$ cat config.mk
export PLATFORM = sky130hd
export DESIGN_NAME = box_average_filter
export DESIGN_NICKNAME = d
export VERILOG_FILES = /design/src/rtl/bavg_pkg.sv /design/src/rtl/bavg_cell.sv /design/src/rtl/bavg_recip.sv /design/src/rtl/bavg_norm.sv /design/src/rtl/box_average_filter.sv
export VERILOG_INCLUDE_DIRS = /design/src /design/src/rtl
export SDC_FILE = /design/constraint.sdc
export NUM_CORES = 2
export LEC_CHECK = 0
export BUFFER_PORTS_ARGS = -buffer_cell sky130_fd_sc_hd__clkbuf_2
export CAP_MARGIN = 20
export CORE_UTILIZATION = 34
export DETAILED_ROUTE_END_ITERATION = 6
export PLACE_DENSITY = 0.5
export SLEW_MARGIN = 20
export SYNTH_ARGS = -nofsm -noshare
export SYNTH_HDL_FRONTEND = slang
export SYNTH_HIERARCHICAL = 1
export SYNTH_SLANG_ARGS = --single-unit
$ cat constraint.sdc
create_clock -name clk -period 32 [get_ports clk]
set_clock_uncertainty 0.05 [all_clocks]
set_input_delay 3.2 -clock clk [delete_from_list [all_inputs] [get_ports clk]]
set_output_delay 3.2 -clock clk [all_outputs]
set_load 0.01 [all_outputs]
$ cat src/rtl/assert_macros.svh
// Assertion helpers for the box average filter RTL.
// Each macro expects clk and rst_n to be visible where it is used.
`ifndef ASSERT_MACROS_SVH
`define ASSERT_MACROS_SVH
`ifndef SYNTHESIS
`define AF_ASSERT(lbl, prop, msg) \
    lbl: assert property (@(posedge clk) disable iff (!rst_n) prop) else $error(msg);
`define AF_NEVER(lbl, cond, msg) \
    lbl: assert property (@(posedge clk) disable iff (!rst_n) !(cond)) else $error(msg);
`else
`define AF_ASSERT(lbl, prop, msg)
`define AF_NEVER(lbl, cond, msg)
`endif
`endif

$ cat src/rtl/bavg_pkg.sv
`default_nettype none
package bavg_pkg;

    localparam int unsigned MAX_RADIUS  = 15;
    localparam int unsigned STORE_DEPTH = 2 * MAX_RADIUS + 1;

    localparam int unsigned SAMPLE_W  = 8;
    localparam int unsigned SUM_W     = 13;
    localparam int unsigned CNT_W     = 5;
    localparam int unsigned RADIUS_W  = 4;
    localparam int unsigned MODE_W    = 2;
    localparam int unsigned SHIFT_W   = 5;
    localparam int unsigned CFG_W     = 5;
    localparam int unsigned CFG_IDX_W = 2;

    // Reciprocal of the window width for the division modes: ceil(2^RECIP_K / d).
    // With RECIP_K = 19 the product gives the exact quotient for any dividend
    // below 2^14.
    localparam int unsigned RECIP_K  = 19;
    localparam int unsigned RECIP_W  = 20;
    localparam int unsigned LAMBDA_W = 32;

    localparam logic [CFG_IDX_W-1:0] REG_RADIUS      = 2'd0;
    localparam logic [CFG_IDX_W-1:0] REG_NORM_MODE   = 2'd1;
    localparam logic [CFG_IDX_W-1:0] REG_RECIP_SHIFT = 2'd2;

    localparam logic [MODE_W-1:0] MODE_ROUND = 2'd0;
    localparam logic [MODE_W-1:0] MODE_FLOOR = 2'd1;
    localparam logic [MODE_W-1:0] MODE_RECIP = 2'd2;

    typedef struct packed {
        logic [SAMPLE_W-1:0] sample;
        logic                line_end;
    } item_t;

    typedef struct packed {
        logic [SAMPLE_W-1:0] average;
        logic                final_out;
    } result_t;

    typedef struct packed {
        logic load;
        logic move;
    } cell_ctrl_t;

    typedef struct packed {
        logic             valid;
        logic             final_flag;
        logic [SUM_W-1:0] sum;
    } em_t;

    typedef struct packed {
        logic [MODE_W-1:0]   mode;
        logic [RADIUS_W-1:0] radius;
        logic [SHIFT_W-1:0]  shift;
    } norm_cfg_t;

    typedef struct packed {
        logic adv;
        logic idle;
    } pipe_stat_t;

    typedef struct packed {
        logic             start;
        logic             step;
        logic [CNT_W-1:0] bit_idx;
    } recip_ctrl_t;

    function automatic logic [RECIP_W-1:0] recip_of(input logic [RADIUS_W-1:0] r);
        logic [RECIP_W-1:0] m;
        case (r)
            4'd0:    m = 20'd524288;
            4'd1:    m = 20'd174763;
            4'd2:    m = 20'd104858;
            4'd3:    m = 20'd74899;
            4'd4:    m = 20'd58255;
            4'd5:    m = 20'd47663;
            4'd6:    m = 20'd40330;
            4'd7:    m = 20'd34953;
            4'd8:    m = 20'd30841;
            4'd9:    m = 20'd27595;
            4'd10:   m = 20'd24967;
            4'd11:   m = 20'd22796;
            4'd12:   m = 20'd20972;
            4'd13:   m = 20'd19419;
            4'd14:   m = 20'd18079;
            default: m = 20'd16913;
        endcase
        return m;
    endfunction

endpackage
`default_nettype wire

$ cat src/rtl/bavg_cell.sv
`default_nettype none
module bavg_cell (
    input  logic                          clk,
    input  logic                          rst_n,
    input  bavg_pkg::cell_ctrl_t          ctrl,
    input  logic [bavg_pkg::SAMPLE_W-1:0] load_value,
    input  logic [bavg_pkg::SAMPLE_W-1:0] prev_value,
    output logic [bavg_pkg::SAMPLE_W-1:0] value
);
    import bavg_pkg::*;

    logic [SAMPLE_W-1:0] value_reg;
    logic [SAMPLE_W-1:0] value_next;

    always_comb
    begin
        value_next = value_reg;
        if (ctrl.load)
        begin
            value_next = load_value;
        end
        else if (ctrl.move)
        begin
            value_next = prev_value;
        end
    end

    always_ff @(posedge clk or negedge rst_n)
    begin
        if (!rst_n)
        begin
            value_reg <= '0;
        end
        else
        begin
            value_reg <= value_next;
        end
    end

    assign value = value_reg;

endmodule
`default_nettype wire

$ cat src/rtl/bavg_recip.sv
`default_nettype none
module bavg_recip (
    input  logic                          clk,
    input  logic                          rst_n,
    input  bavg_pkg::recip_ctrl_t         ctrl,
    input  logic [bavg_pkg::SHIFT_W-1:0]  shift,
    input  logic [bavg_pkg::CNT_W-1:0]    divisor,
    output logic [bavg_pkg::LAMBDA_W-1:0] lambda
);
    import bavg_pkg::*;

    // Restoring division of 2^shift by the odd window width, one quotient bit
    // per step, most significant bit first.
    logic [CNT_W-1:0]    rem_reg;
    logic [CNT_W-1:0]    rem_next;
    logic [LAMBDA_W-1:0] lambda_reg;
    logic [LAMBDA_W-1:0] lambda_next;
    logic [CNT_W:0]      rem_wide;
    logic                take;

    always_comb
    begin
        rem_wide    = {rem_reg, (ctrl.bit_idx == shift)};
        take        = rem_wide >= {1'b0, divisor};
        rem_next    = rem_reg;
        lambda_next = lambda_reg;
        if (ctrl.start)
        begin
            rem_next = '0;
        end
        else if (ctrl.step)
        begin
            rem_next    = take ? CNT_W'(rem_wide - {1'b0, divisor}) : CNT_W'(rem_wide);
            lambda_next = {lambda_reg[LAMBDA_W-2:0], take};
        end
    end

    always_ff @(posedge clk or negedge rst_n)
    begin
        if (!rst_n)
        begin
            rem_reg <= '0;
        end
        else
        begin
            rem_reg <= rem_next;
        end
    end

    always_ff @(posedge clk)
    begin
        lambda_reg <= lambda_next;
    end

    assign lambda = lambda_reg;

endmodule
`default_nettype wire

$ cat src/rtl/bavg_norm.sv
`default_nettype none
module bavg_norm (
    input  logic                          clk,
    input  logic                          rst_n,
    input  bavg_pkg::em_t                 em,
    input  bavg_pkg::norm_cfg_t           cfg,
    input  logic [bavg_pkg::LAMBDA_W-1:0] lambda,
    output logic                          result_valid,
    input  logic                          result_ready,
    output bavg_pkg::result_t             result,
    output bavg_pkg::pipe_stat_t          stat
);
    import bavg_pkg::*;

    localparam int unsigned NUM_W  = SUM_W + 1;
    localparam int unsigned PROD_W = NUM_W + RECIP_W;
    localparam int unsigned HALF_W = LAMBDA_W / 2;
    localparam int unsigned PART_W = SUM_W + HALF_W;
    localparam int unsigned FULL_W = SUM_W + LAMBDA_W;

    logic                p1_valid_reg;
    logic                p1_final_reg;
    logic [SAMPLE_W-1:0] p1_div_reg;
    logic [PART_W-1:0]   p1_lo_reg;
    logic [PART_W-1:0]   p1_hi_reg;
    logic                out_valid_reg;
    result_t             out_reg;

    logic                adv;
    logic [NUM_W-1:0]    num;
    logic [PROD_W-1:0]   prod;
    logic [PART_W-1:0]   lo;
    logic [PART_W-1:0]   hi;
    logic [FULL_W-1:0]   full;
    logic [FULL_W-1:0]   shifted;
    logic [SAMPLE_W-1:0] avg;

    assign adv = !out_valid_reg || result_ready;

    // First stage: rounding offset and reciprocal multiply for the division
    // modes, and the fixed-point product over the 16-bit halves of lambda.
    always_comb
    begin
        num  = {1'b0, em.sum} + ((cfg.mode == MODE_ROUND) ? NUM_W'(cfg.radius) : '0);
        prod = PROD_W'(num) * PROD_W'(recip_of(cfg.radius));
        lo   = PART_W'(em.sum) * PART_W'(lambda[HALF_W-1:0]);
        hi   = PART_W'(em.sum) * PART_W'(lambda[LAMBDA_W-1:HALF_W]);
    end

    // Second stage: join the halves, drop the fraction bits and pick by mode.
    always_comb
    begin
        full    = {p1_hi_reg, HALF_W'(0)} + FULL_W'(p1_lo_reg);
        shifted = full >> cfg.shift;
        avg     = (cfg.mode == MODE_RECIP) ? shifted[SAMPLE_W-1:0] : p1_div_reg;
    end

    always_ff @(posedge clk or negedge rst_n)
    begin
        if (!rst_n)
        begin
            p1_valid_reg  <= 1'b0;
            out_valid_reg <= 1'b0;
        end
        else if (adv)
        begin
            p1_valid_reg  <= em.valid;
            out_valid_reg <= p1_valid_reg;
        end
    end

    always_ff @(posedge clk)
    begin
        if (adv)
        begin
            p1_final_reg      <= em.final_flag;
            p1_div_reg        <= prod[RECIP_K +: SAMPLE_W];
            p1_lo_reg         <= lo;
            p1_hi_reg         <= hi;
            out_reg.average   <= avg;
            out_reg.final_out <= p1_final_reg;
        end
    end

    assign result_valid = out_valid_reg;
    assign result       = out_reg;
    assign stat.adv     = adv;
    assign stat.idle    = !p1_valid_reg && !out_valid_reg;

endmodule
`default_nettype wire

$ cat src/rtl/box_average_filter.sv
// Channel   Handshake                   Payload
// item      item_valid / item_ready     item.sample, item.line_end
// result    result_valid / result_ready result.average, result.final_out
// config    cfg_we (no wait)            cfg_index, cfg_data
//
// Inside a line an item is taken every cycle unless a result stalls; its
// result, if any, passes the emit register and the first normalizer stage
// and leaves through the output register. An item with line_end and radius
// r > 0 holds item_ready low while the cell ring rotates past the stored samples
// and the pending outputs of the line are formed, at most one per cycle.
// After reset, and after each write to radius or recip_shift, a recompute pass
// (ring sweep plus 32-step reciprocal division) blocks items.
// A stalled result freezes the normalizer pipeline and holds item_ready low
// until the result is taken.
`default_nettype none
`include "assert_macros.svh"
module box_average_filter (
    input  logic                           clk,
    input  logic                           rst_n,
    input  logic                           item_valid,
    output logic                           item_ready,
    input  bavg_pkg::item_t                item,
    output logic                           result_valid,
    input  logic                           result_ready,
    output bavg_pkg::result_t              result,
    input  logic                           cfg_we,
    input  logic [bavg_pkg::CFG_IDX_W-1:0] cfg_index,
    input  logic [bavg_pkg::CFG_W-1:0]     cfg_data
);
    import bavg_pkg::*;

    // Configuration registers.
    logic [RADIUS_W-1:0] radius_reg;
    logic [MODE_W-1:0]   mode_reg;
    logic [SHIFT_W-1:0]  shift_reg;

    // Line state. Outside a recompute pass, sum_reg holds the current window
    // sum, from which an emitted result is formed.
    logic [SUM_W-1:0]    sum_reg;
    logic [SUM_W-1:0]    sum_next;
    logic [SAMPLE_W-1:0] newest_reg;
    logic [SAMPLE_W-1:0] newest_next;
    logic [CNT_W-1:0]    seen_reg;
    logic [CNT_W-1:0]    seen_next;
    logic [RADIUS_W-1:0] span_reg;
    logic [RADIUS_W-1:0] span_next;
    logic                line_open_reg;
    logic                line_open_next;

    // Sequencing.
    logic                flush_busy_reg;
    logic                flush_busy_next;
    logic                pass_busy_reg;
    logic                pass_busy_next;
    logic                pass_pend_reg;
    logic                pass_pend_next;
    logic [CNT_W-1:0]    cnt_reg;
    logic [CNT_W-1:0]    cnt_next;
    logic                em_valid_reg;
    logic                em_valid_next;
    logic                em_final_reg;
    logic                em_final_next;

    // Ring of sample cells, newest sample in cell 0 when the ring is at home.
    logic [SAMPLE_W-1:0] cell_q  [STORE_DEPTH];
    logic [SAMPLE_W-1:0] cell_in [STORE_DEPTH];
    logic [SAMPLE_W-1:0] head_in;
    cell_ctrl_t          cell_ctrl;

    logic [CNT_W-1:0]    two_r;
    logic [CNT_W-1:0]    width_d;
    logic [SAMPLE_W-1:0] tap;
    logic [SAMPLE_W-1:0] far;
    logic [CNT_W-1:0]    seen_now;
    logic                emit_ok;
    logic [CNT_W-1:0]    flush_j;
    logic [CNT_W-1:0]    flush_m;
    logic                flush_silent;
    logic                accept;
    logic                accept_end;
    logic                pass_start;
    logic                cfg_hit;

    em_t                 em_bus;
    norm_cfg_t           norm_cfg;
    pipe_stat_t          pipe_stat;
    recip_ctrl_t         recip_ctrl;
    logic [LAMBDA_W-1:0] lambda;

    assign two_r   = {radius_reg, 1'b0};
    assign width_d = {radius_reg, 1'b1};
    assign tap     = cell_q[STORE_DEPTH-1];
    assign far     = cell_q[two_r];

    assign item_ready = pipe_stat.adv && !flush_busy_reg && !pass_busy_reg && !pass_pend_reg;
    assign accept     = item_valid && item_ready;
    assign accept_end = accept && item.line_end;
    assign pass_start = pass_pend_reg && !pass_busy_reg && !flush_busy_reg
                        && !em_valid_reg && pipe_stat.idle;
    assign cfg_hit    = cfg_we && ((cfg_index == REG_RADIUS) || (cfg_index == REG_RECIP_SHIFT));

    always_comb
    begin
        seen_now     = line_open_reg ? seen_reg : '0;
        emit_ok      = seen_now >= CNT_W'(radius_reg);
        // While flushing, the cell at the ring's far end holds store entry j.
        flush_j      = cnt_reg - CNT_W'(1);
        flush_silent = flush_j > two_r;
        flush_m      = flush_j - CNT_W'(radius_reg) - CNT_W'(1);

        sum_next        = sum_reg;
        newest_next     = newest_reg;
        seen_next       = seen_reg;
        span_next       = span_reg;
        line_open_next  = line_open_reg;
        flush_busy_next = flush_busy_reg;
        pass_busy_next  = pass_busy_reg;
        cnt_next        = cnt_reg;
        em_valid_next   = em_valid_reg;
        em_final_next   = em_final_reg;
        cell_ctrl       = '0;
        head_in         = tap;
        pass_pend_next  = pass_pend_reg;

        if (pipe_stat.adv)
        begin
            em_valid_next = 1'b0;
            em_final_next = 1'b0;
        end

        if (accept)
        begin
            head_in     = item.sample;
            newest_next = item.sample;
            if (!line_open_reg)
            begin
                // The first sample of a line fills every cell: left border.
                cell_ctrl.load = 1'b1;
                sum_next       = SUM_W'(width_d) * SUM_W'(item.sample);
            end
            else
            begin
                cell_ctrl.move = 1'b1;
                sum_next       = sum_reg + SUM_W'(item.sample) - SUM_W'(far);
            end
            em_valid_next = emit_ok;
            em_final_next = item.line_end && (radius_reg == '0);
            if (item.line_end)
            begin
                line_open_next  = 1'b0;
                seen_next       = '0;
                span_next       = (seen_now < CNT_W'(radius_reg)) ?
                                  seen_now[RADIUS_W-1:0] : radius_reg;
                flush_busy_next = (radius_reg != '0);
                cnt_next        = CNT_W'(STORE_DEPTH);
            end
            else
            begin
                line_open_next = 1'b1;
                seen_next      = (seen_now == CNT_W'(STORE_DEPTH)) ? seen_now
                                                                   : seen_now + CNT_W'(1);
            end
        end
        else if (flush_busy_reg)
        begin
            // Walk the window toward the line end: each non-silent step drops
            // the oldest window sample and adds a copy of the last sample.
            if (flush_silent)
            begin
                cell_ctrl.move = 1'b1;
                cnt_next       = cnt_reg - CNT_W'(1);
            end
            else if (pipe_stat.adv)
            begin
                cell_ctrl.move = 1'b1;
                cnt_next       = cnt_reg - CNT_W'(1);
                sum_next       = sum_reg - SUM_W'(tap) + SUM_W'(newest_reg);
                em_valid_next  = flush_m <= CNT_W'(span_reg);
                em_final_next  = (flush_m == '0);
                if (flush_m == '0)
                begin
                    flush_busy_next = 1'b0;
                end
            end
        end
        else if (pass_busy_reg)
        begin
            // A full turn of the ring rebuilds the window sum for the
            // current radius while the reciprocal is divided out.
            if (cnt_reg != '0)
            begin
                cell_ctrl.move = 1'b1;
                if (cnt_reg <= width_d)
                begin
                    sum_next = sum_reg + SUM_W'(tap);
                end
                cnt_next = cnt_reg - CNT_W'(1);
            end
            else
            begin
                pass_busy_next = 1'b0;
            end
        end
        else if (pass_start)
        begin
            pass_busy_next = 1'b1;
            pass_pend_next = 1'b0;
            cnt_next       = CNT_W'(STORE_DEPTH);
            sum_next       = '0;
        end

        if (cfg_hit)
        begin
            pass_pend_next = 1'b1;
        end
    end

    always_ff @(posedge clk or negedge rst_n)
    begin
        if (!rst_n)
        begin
            radius_reg <= RADIUS_W'(1);
            mode_reg   <= MODE_ROUND;
            shift_reg  <= SHIFT_W'(8);
        end
        else if (cfg_we)
        begin
            case (cfg_index)
                REG_RADIUS:      radius_reg <= cfg_data[RADIUS_W-1:0];
                REG_NORM_MODE:   mode_reg   <= cfg_data[MODE_W-1:0];
                REG_RECIP_SHIFT: shift_reg  <= cfg_data[SHIFT_W-1:0];
                default:         ;
            endcase
        end
    end

    always_ff @(posedge clk or negedge rst_n)
    begin
        if (!rst_n)
        begin
            sum_reg        <= '0;
            newest_reg     <= '0;
            seen_reg       <= '0;
            span_reg       <= '0;
            line_open_reg  <= 1'b0;
            flush_busy_reg <= 1'b0;
            pass_busy_reg  <= 1'b0;
            pass_pend_reg  <= 1'b1;
            cnt_reg        <= '0;
            em_valid_reg   <= 1'b0;
            em_final_reg   <= 1'b0;
        end
        else
        begin
            sum_reg        <= sum_next;
            newest_reg     <= newest_next;
            seen_reg       <= seen_next;
            span_reg       <= span_next;
            line_open_reg  <= line_open_next;
            flush_busy_reg <= flush_busy_next;
            pass_busy_reg  <= pass_busy_next;
            pass_pend_reg  <= pass_pend_next;
            cnt_reg        <= cnt_next;
            em_valid_reg   <= em_valid_next;
            em_final_reg   <= em_final_next;
        end
    end

    // Cell 0 takes the new sample on a shift, or the far end on a rotation.
    for (genvar i = 0; i < STORE_DEPTH; i++)
    begin : g_cell
        if (i == 0)
        begin : g_head
            assign cell_in[i] = head_in;
        end
        else
        begin : g_body
            assign cell_in[i] = cell_q[i-1];
        end

        bavg_cell u_cell (
            .clk        (clk),
            .rst_n      (rst_n),
            .ctrl       (cell_ctrl),
            .load_value (item.sample),
            .prev_value (cell_in[i]),
            .value      (cell_q[i])
        );
    end

    assign recip_ctrl.start   = pass_start;
    assign recip_ctrl.step    = pass_busy_reg;
    assign recip_ctrl.bit_idx = cnt_reg;

    bavg_recip u_recip (
        .clk     (clk),
        .rst_n   (rst_n),
        .ctrl    (recip_ctrl),
        .shift   (shift_reg),
        .divisor (width_d),
        .lambda  (lambda)
    );

    assign em_bus.valid      = em_valid_reg;
    assign em_bus.final_flag = em_final_reg;
    assign em_bus.sum        = sum_reg;
    assign norm_cfg.mode     = mode_reg;
    assign norm_cfg.radius   = radius_reg;
    assign norm_cfg.shift    = shift_reg;

    bavg_norm u_norm (
        .clk          (clk),
        .rst_n        (rst_n),
        .em           (em_bus),
        .cfg          (norm_cfg),
        .lambda       (lambda),
        .result_valid (result_valid),
        .result_ready (result_ready),
        .result       (result),
        .stat         (pipe_stat)
    );

    `AF_NEVER(a_no_accept_busy, accept && (flush_busy_reg || pass_busy_reg), "item taken while busy")
    `AF_NEVER(a_no_emit_in_pass, pass_busy_reg && em_valid_reg, "result formed during recompute")
    `AF_ASSERT(a_flush_from_end, $rose(flush_busy_reg) |-> $past(accept_end), "flush without line end")
    `AF_ASSERT(a_final_ends_flush, (em_valid_reg && em_final_reg) |-> !flush_busy_reg, "final result before flush end")

endmodule
`default_nettype wire
# After elaboration in Yosys (flattened, before gate mapping)
# Memories as Yosys holds them, arrays and structs flattened.
# Cells that the tools add are included.
dict set report classes {
  n_eq_ne 14
  multipliers 4
  shift 1
  magnitude_cmp 7
  n_bitwise 4
  reduce_logical 38
  addsub 12
  muxes 125
}
# cell count
set op_table {}
lappend op_table {{8-bit two-way mux} 66}
lappend op_table {{13-bit two-way mux} 9}
lappend op_table {{5-bit two-way mux} 14}
lappend op_table {{13-bit by 16-bit multiplier with 29-bit output} 2}
lappend op_table {{45-bit by 29-bit adder with 45-bit output} 1}
lappend op_table {{45-bit by 5-bit >> shifter with 8-bit output} 1}
lappend op_table {{8-bit binary-select mux with 5-bit select} 1}
lappend op_table {{13-bit by 8-bit adder with 13-bit output} 3}
lappend op_table {{1-bit two-way mux} 33}
lappend op_table {{14-bit by 20-bit multiplier with 27-bit output} 1}
lappend op_table {{13-bit by 8-bit subtractor with 13-bit output} 2}
lappend op_table {{13-bit by 14-bit adder with 14-bit output} 1}
lappend op_table {{5-bit by 8-bit multiplier with 13-bit output} 1}
lappend op_table {{2-bit AND reduction} 6}
lappend op_table {{1-bit logical AND} 11}
lappend op_table {{5-bit by 1-bit subtractor with 5-bit output, second input constant} 2}
lappend op_table {{4-bit two-way mux} 2}
lappend op_table {{4-bit by 2-bit inequality test with 1-bit output, second input constant} 2}
lappend op_table {{4-bit AND reduction} 2}
lappend op_table {{4-bit nonzero test} 2}
lappend op_table {{6-bit by 5-bit >= comparator with 1-bit output} 1}
lappend op_table {{6-bit >= comparator, second input constant} 1}
lappend op_table {{1-bit logical NOT} 6}
lappend op_table {{2-bit by 1-bit inequality test with 1-bit output, second input constant} 3}
lappend op_table {{other kinds (25)} 32}
dict set report word_totals {
  inputBits 21
  rom_bits 304
  ff_bits 415
  memories 1
  output_inout_bits 11
  wordCells 261
}
# memory depth width rd rd_clocked_by_memory_dff write_ports line_no
set mem_list {}
lappend mem_list {{(name not given)} 16 19 1 0 0 bavg_pkg.sv:71} ;# case (r)

# Depth between registers and ports, before layout
dict set report logic_depth {
  word_depth 10
  mapped_depth 34
}

# Hierarchy
# Netlist, hierarchy kept.
# mod cells_per_inst area_per_inst_um2 n_inst seq_area_each_um2
set by_module_without_submodules {}
lappend by_module_without_submodules {bavg_norm 2734 24496.0 1 2152.1}
lappend by_module_without_submodules {bavg_cell 34 372.9 31 200.2}
lappend by_module_without_submodules {box_average_filter 804 7209.4 1 1305.0}
lappend by_module_without_submodules {bavg_recip 97 1496.4 1 1086.0}

# Least setup slack after synthesis
# Ideal clock, no wire load.
dict set report synth_path {
  kind {in2reg}
  from {in result_ready}
  to {reg g_cell[0].u_cell.value_reg[6]}
  setup_time_ns 0.131
  n_path_buf 2
  path_slack_ns 17.932
  t_required_ns 31.819
  arrival_ns 13.887
  path_stages 8
  path_cell_list {nand2b_1 buf_4 nor4b_4 nand2_4 nor2_1 buf_6 nand2_1 o21ai_1}
}
# item line_no
set synth_rtl {}
lappend synth_rtl {{from (decl)} box_average_filter.sv:24} ;# input logic result_ready,
lappend synth_rtl {{to (signal assigned)} bavg_cell.sv:36} ;# value_reg <= value_next;
lappend synth_rtl {{to (decl)} bavg_cell.sv:12} ;# logic [SAMPLE_W-1:0] value_reg;

# Worst setup path in the final report
dict set report layout_path {
  from {reg radius_reg[0]}
  to {reg u_norm.p1_div_reg[7] (data pin)}
}
dict set report layout_via {
  elab_chain_cells 3
}
# item line_no
set layout_lines {}
lappend layout_lines {{from (decl)} box_average_filter.sv:33} ;# logic [RADIUS_W-1:0] radius_reg;
lappend layout_lines {{from (signal assigned)} box_average_filter.sv:229} ;# REG_RADIUS: radius_reg <= cfg_data[RADIUS_W-1:0];
lappend layout_lines {{4-bit two-way mux} bavg_norm.sv:44} ;# num = {1'b0, em.sum} + ((cfg.mode == MODE_ROUND) ? NUM_W'(cfg.radius) : '0);
lappend layout_lines {{13-bit by 14-bit adder with 14-bit output} bavg_norm.sv:44}
lappend layout_lines {{14-bit by 20-bit multiplier with 27-bit output *} bavg_norm.sv:45} ;# prod = PROD_W'(num) * PROD_W'(recip_of(cfg.radius));
lappend layout_lines {{named net u_norm.prod[26]} bavg_norm.sv:31} ;# logic [PROD_W-1:0] prod;
lappend layout_lines {{to (signal assigned)} bavg_norm.sv:77} ;# p1_div_reg <= prod[RECIP_K +: SAMPLE_W];
lappend layout_lines {{to (decl)} bavg_norm.sv:23} ;# logic [SAMPLE_W-1:0] p1_div_reg;
# Mark *: on every way through the listed nets, which the timed path passes. The rest lies on a longest branch.
# A chain may end at the register's enable or synchronous reset.

==> flow_metrics.py <==
metrics = {
    "worst_setup_path": {
        "path_class": "register to register",
        "cp_common_cell": "fa_1",
        "r2r-start": "radius_reg[0]",
        "cp_max_fo": 14,
        "max_stage_delay_ns": 0.73,
        "start_kind": "register",
        "end_kind": "register",
        "reg2reg_to": "u_norm/p1_div_reg[7]",
        "required_ns": 32.33,
        "r2r_slack_ns": 23.20,
        "arrival_ns": 9.13,
        "slowest_stage": "dfstp_4",
        "r2r_cells": 32,
    },
    "floorplanning": {
        "die_y_um": 365,
        "initial_utilization_pct": 34.4,
        "die_w_um": 365,
        "std_cell_rows": 132,
        "ios": 32,
        "core_um2": 130000,
        "die-area_um2": 133000,
    },
    "clock_tree": {
        "clk_latency_ns": 0.66,
        "cts_hold_buf": 0,
        "cts-root-buf": "clkbuf_16",
        "cts_setup_buffers": 0,
        "clock_path_buffers": 3,
        "cts-buffers-inserted": 51,
        "cts_resized": 0,
        "cts.htree.levels": 2,
        "path_clk_slew_ns": 0.08,
        "clock_sink_count": 409,
        "tritoncts": "built",
    },
    "layout": {
        "syn2layout_area_growth_pct": 7.53,
        "layout-drive-gt1-share_pct": 6.32,
        "largest_reg_flops": 248,
        "fin_util_pct": 37.0,
        "n_antenna_cell": 0,
        "nets": 5460,
        "fillers": 13179,
    },
    "detailed_routing": {
        "routed_wl_um": 112000,
        "via_per_inst": 4.95,
        "wire_per_inst_um": 17.6,
        "drt-initial-drc-count": 1956,
        "first_pass_iters": 7,
        "drcViolationCount": 0,
        "drtAntennaViolNets": 0,
        "num_vias": 31655,
    },
    "grt": {
        "grt_max_degree": 267,
        "grt_pass1_wl_um": 185000,
        "grt_pass1_vias": 32845,
        "overflow": 0,
        "grt_usage_pct": 17.3,
        "antenna_found_initial": 2,
    },
    "worst_hold_path": {
        "hold_depth": 0,
        "min-delay-start": "u_norm/p1_final_reg",
        "hold_path_class": "register to register",
        "worstHoldEndpoint": "u_norm/result[0]",
    },
    "sta": {
        "rsz0062_at_grt": "false",
        "worst_slack_ns": 23.20,
        "timing.final.crit_share_pct": 27.5,
        "fin_crit_ns": 8.80,
        "maxSlewViolCount": 0,
        "clock.fmax_ghz": 0.114,
        "slew_headroom_pct": 25.6,
        "setup_viol": 0,
        "setup_tns_ns": 0,
        "final_hold_viol_count": 0,
        "tightest_slew_ns": 1.12,
        "timing.hold.ws_ns": 0.386,
    },
    "outcome": {
        "outcome": "finished, final reports clean",
    },
    "yosys": {
        "synth_area_um2": 44800,
        "yosys_most_used_dff": "dfrtp_1",
        "synth_common_cells": "nand2_1 (732), inv_1 (658), fa_1 (520), ha_1 (305), dfrtp_1 (304)",
        "yosysMostFrequentCell": "nand2_1",
        "synthTopCellsByArea": "fa_1 (23%), dfrtp_1 (17%), ha_1 (8.5%)",
        "avgSynthCellArea_um2": 9.55,
        "synth_top_area_cell": "fa_1",
        "synth_async_sr_flop_share_pct": 75.1,
        "syn_nets": 5535,
        "ys_seq_area_share_pct": 24.0,
        "synth-edff-count": 102,
        "ys_types": 100,
        "synth_warnings": 6,
        "ys_seq_elements": 409,
        "synth_cells": 4689,
        "synth.top_cell.area_share_pct": 23.3,
    },
    "placement": {
        "io_buffer_count": 31,
        "dp_slack_ns": 23.18,
        "dp_hpwl_um": 80100,
        "routabilityCongestion": 0.850,
    },
    "flow_run": {
        "maxCapViolations": 0,
    },
}
[metal layers]
metal	routed length (um)	part of all wire [%]	track usage, %	vias to the layer above
met2	52100	46	28.3	456
met4	1870	1.7	3.23	4
met3	3660	3.3	1.97	118
met5	21	0.019	0	-
li1	-	-	-	15148
met1	54700	49	24.9	15929
[worst max-delay path, delay by kind of cell, from the launching register on]
family / cells / cell delay (ns)
adder cells (fa/ha/maj): 9 / 3.85
AO/OA/AOI/OAI: 11 / 2.44
buffers and inverters: 6 / 0.52
XOR/XNOR: 2 / 0.21
flip-flops: 1 / 0.73
AND/OR/NAND/NOR: 4 / 0.69
[cells in the final DEF, fill, tap and decap left out, types with 22 or more instances in the layout]
| cell type | count |
|---|---|
| nand2_1 | 731 |
| inv_1 | 658 |
| fa_1 | 520 |
| ha_1 | 305 |
| dfrtp_1 | 302 |
| mux2i_1 | 272 |
| o21ai_1 | 253 |
| nor2_1 | 240 |
| and2_1 | 197 |
| a21oi_1 | 103 |
| edfxtp_1 | 102 |
| xnor2_1 | 101 |
| o21ai_0 | 97 |
| buf_4 | 57 |
| mux4_2 | 55 |
| clkbuf_16 | 52 |
| xor2_1 | 49 |
| nand3_1 | 42 |
| nand2b_1 | 36 |
| a21o_1 | 31 |
| clkbuf_2 | 30 |
| nor3_1 | 29 |
| nor2b_1 | 27 |
| a211oi_1 | 27 |
| a31oi_1 | 22 |
[cells by family after synthesis]
group	Yosys count	share of synthesized area, %
other	1	0.00838
AO/OA/AOI/OAI	691	9.50
AND/OR/NAND/NOR	1392	14.1
buffers and inverters	879	8.45
flip-flops	409	24.0
XOR/XNOR	152	3.02
adder cells (fa/ha/maj)	825	31.8
multiplexers	340	9.18
[through the flow]
stage	instances	area (um2)
2_1_floorplan	4689	44800
3_3_place_gp	6303	46300
3_5_place_dp	6303	46300
4_1_cts	6397	48100
5_1_grt	6397	48100
6_report	6397	48100
[how the worst max path moves through the flow]
stage,startpoint,to,depth (start not counted)
floorplan,result_ready,g_cell[0].u_cell/value[6],8
global placement,radius_reg[3],u_norm/p1_div_reg[7],29
detailed placement,radius_reg[0],u_norm/p1_div_reg[7],32
CTS,radius_reg[0],u_norm/p1_div_reg[7],32
global route,radius_reg[0],u_norm/p1_div_reg[7],32
finish,radius_reg[0],u_norm/p1_div_reg[7],32
[area by class of cell]
cell class | count | area [um2] | share of cell area [%]
Clock buffer | 67 | 1440 | 2.99
Clock inverter | 27 | 388 | 0.806
Inverter | 662 | 2480 | 5.16
Multi-Input combinational cell | 3401 | 30300 | 62.9
Sequential cell | 409 | 10800 | 22.3
Tap cell | 1742 | 2180 | 4.53
Timing Repair Buffer | 89 | 613 | 1.27
Power is left out: the tool's default activity adds up to more than one toggle a clock period on the data nets, which glitch-free logic cannot reach.
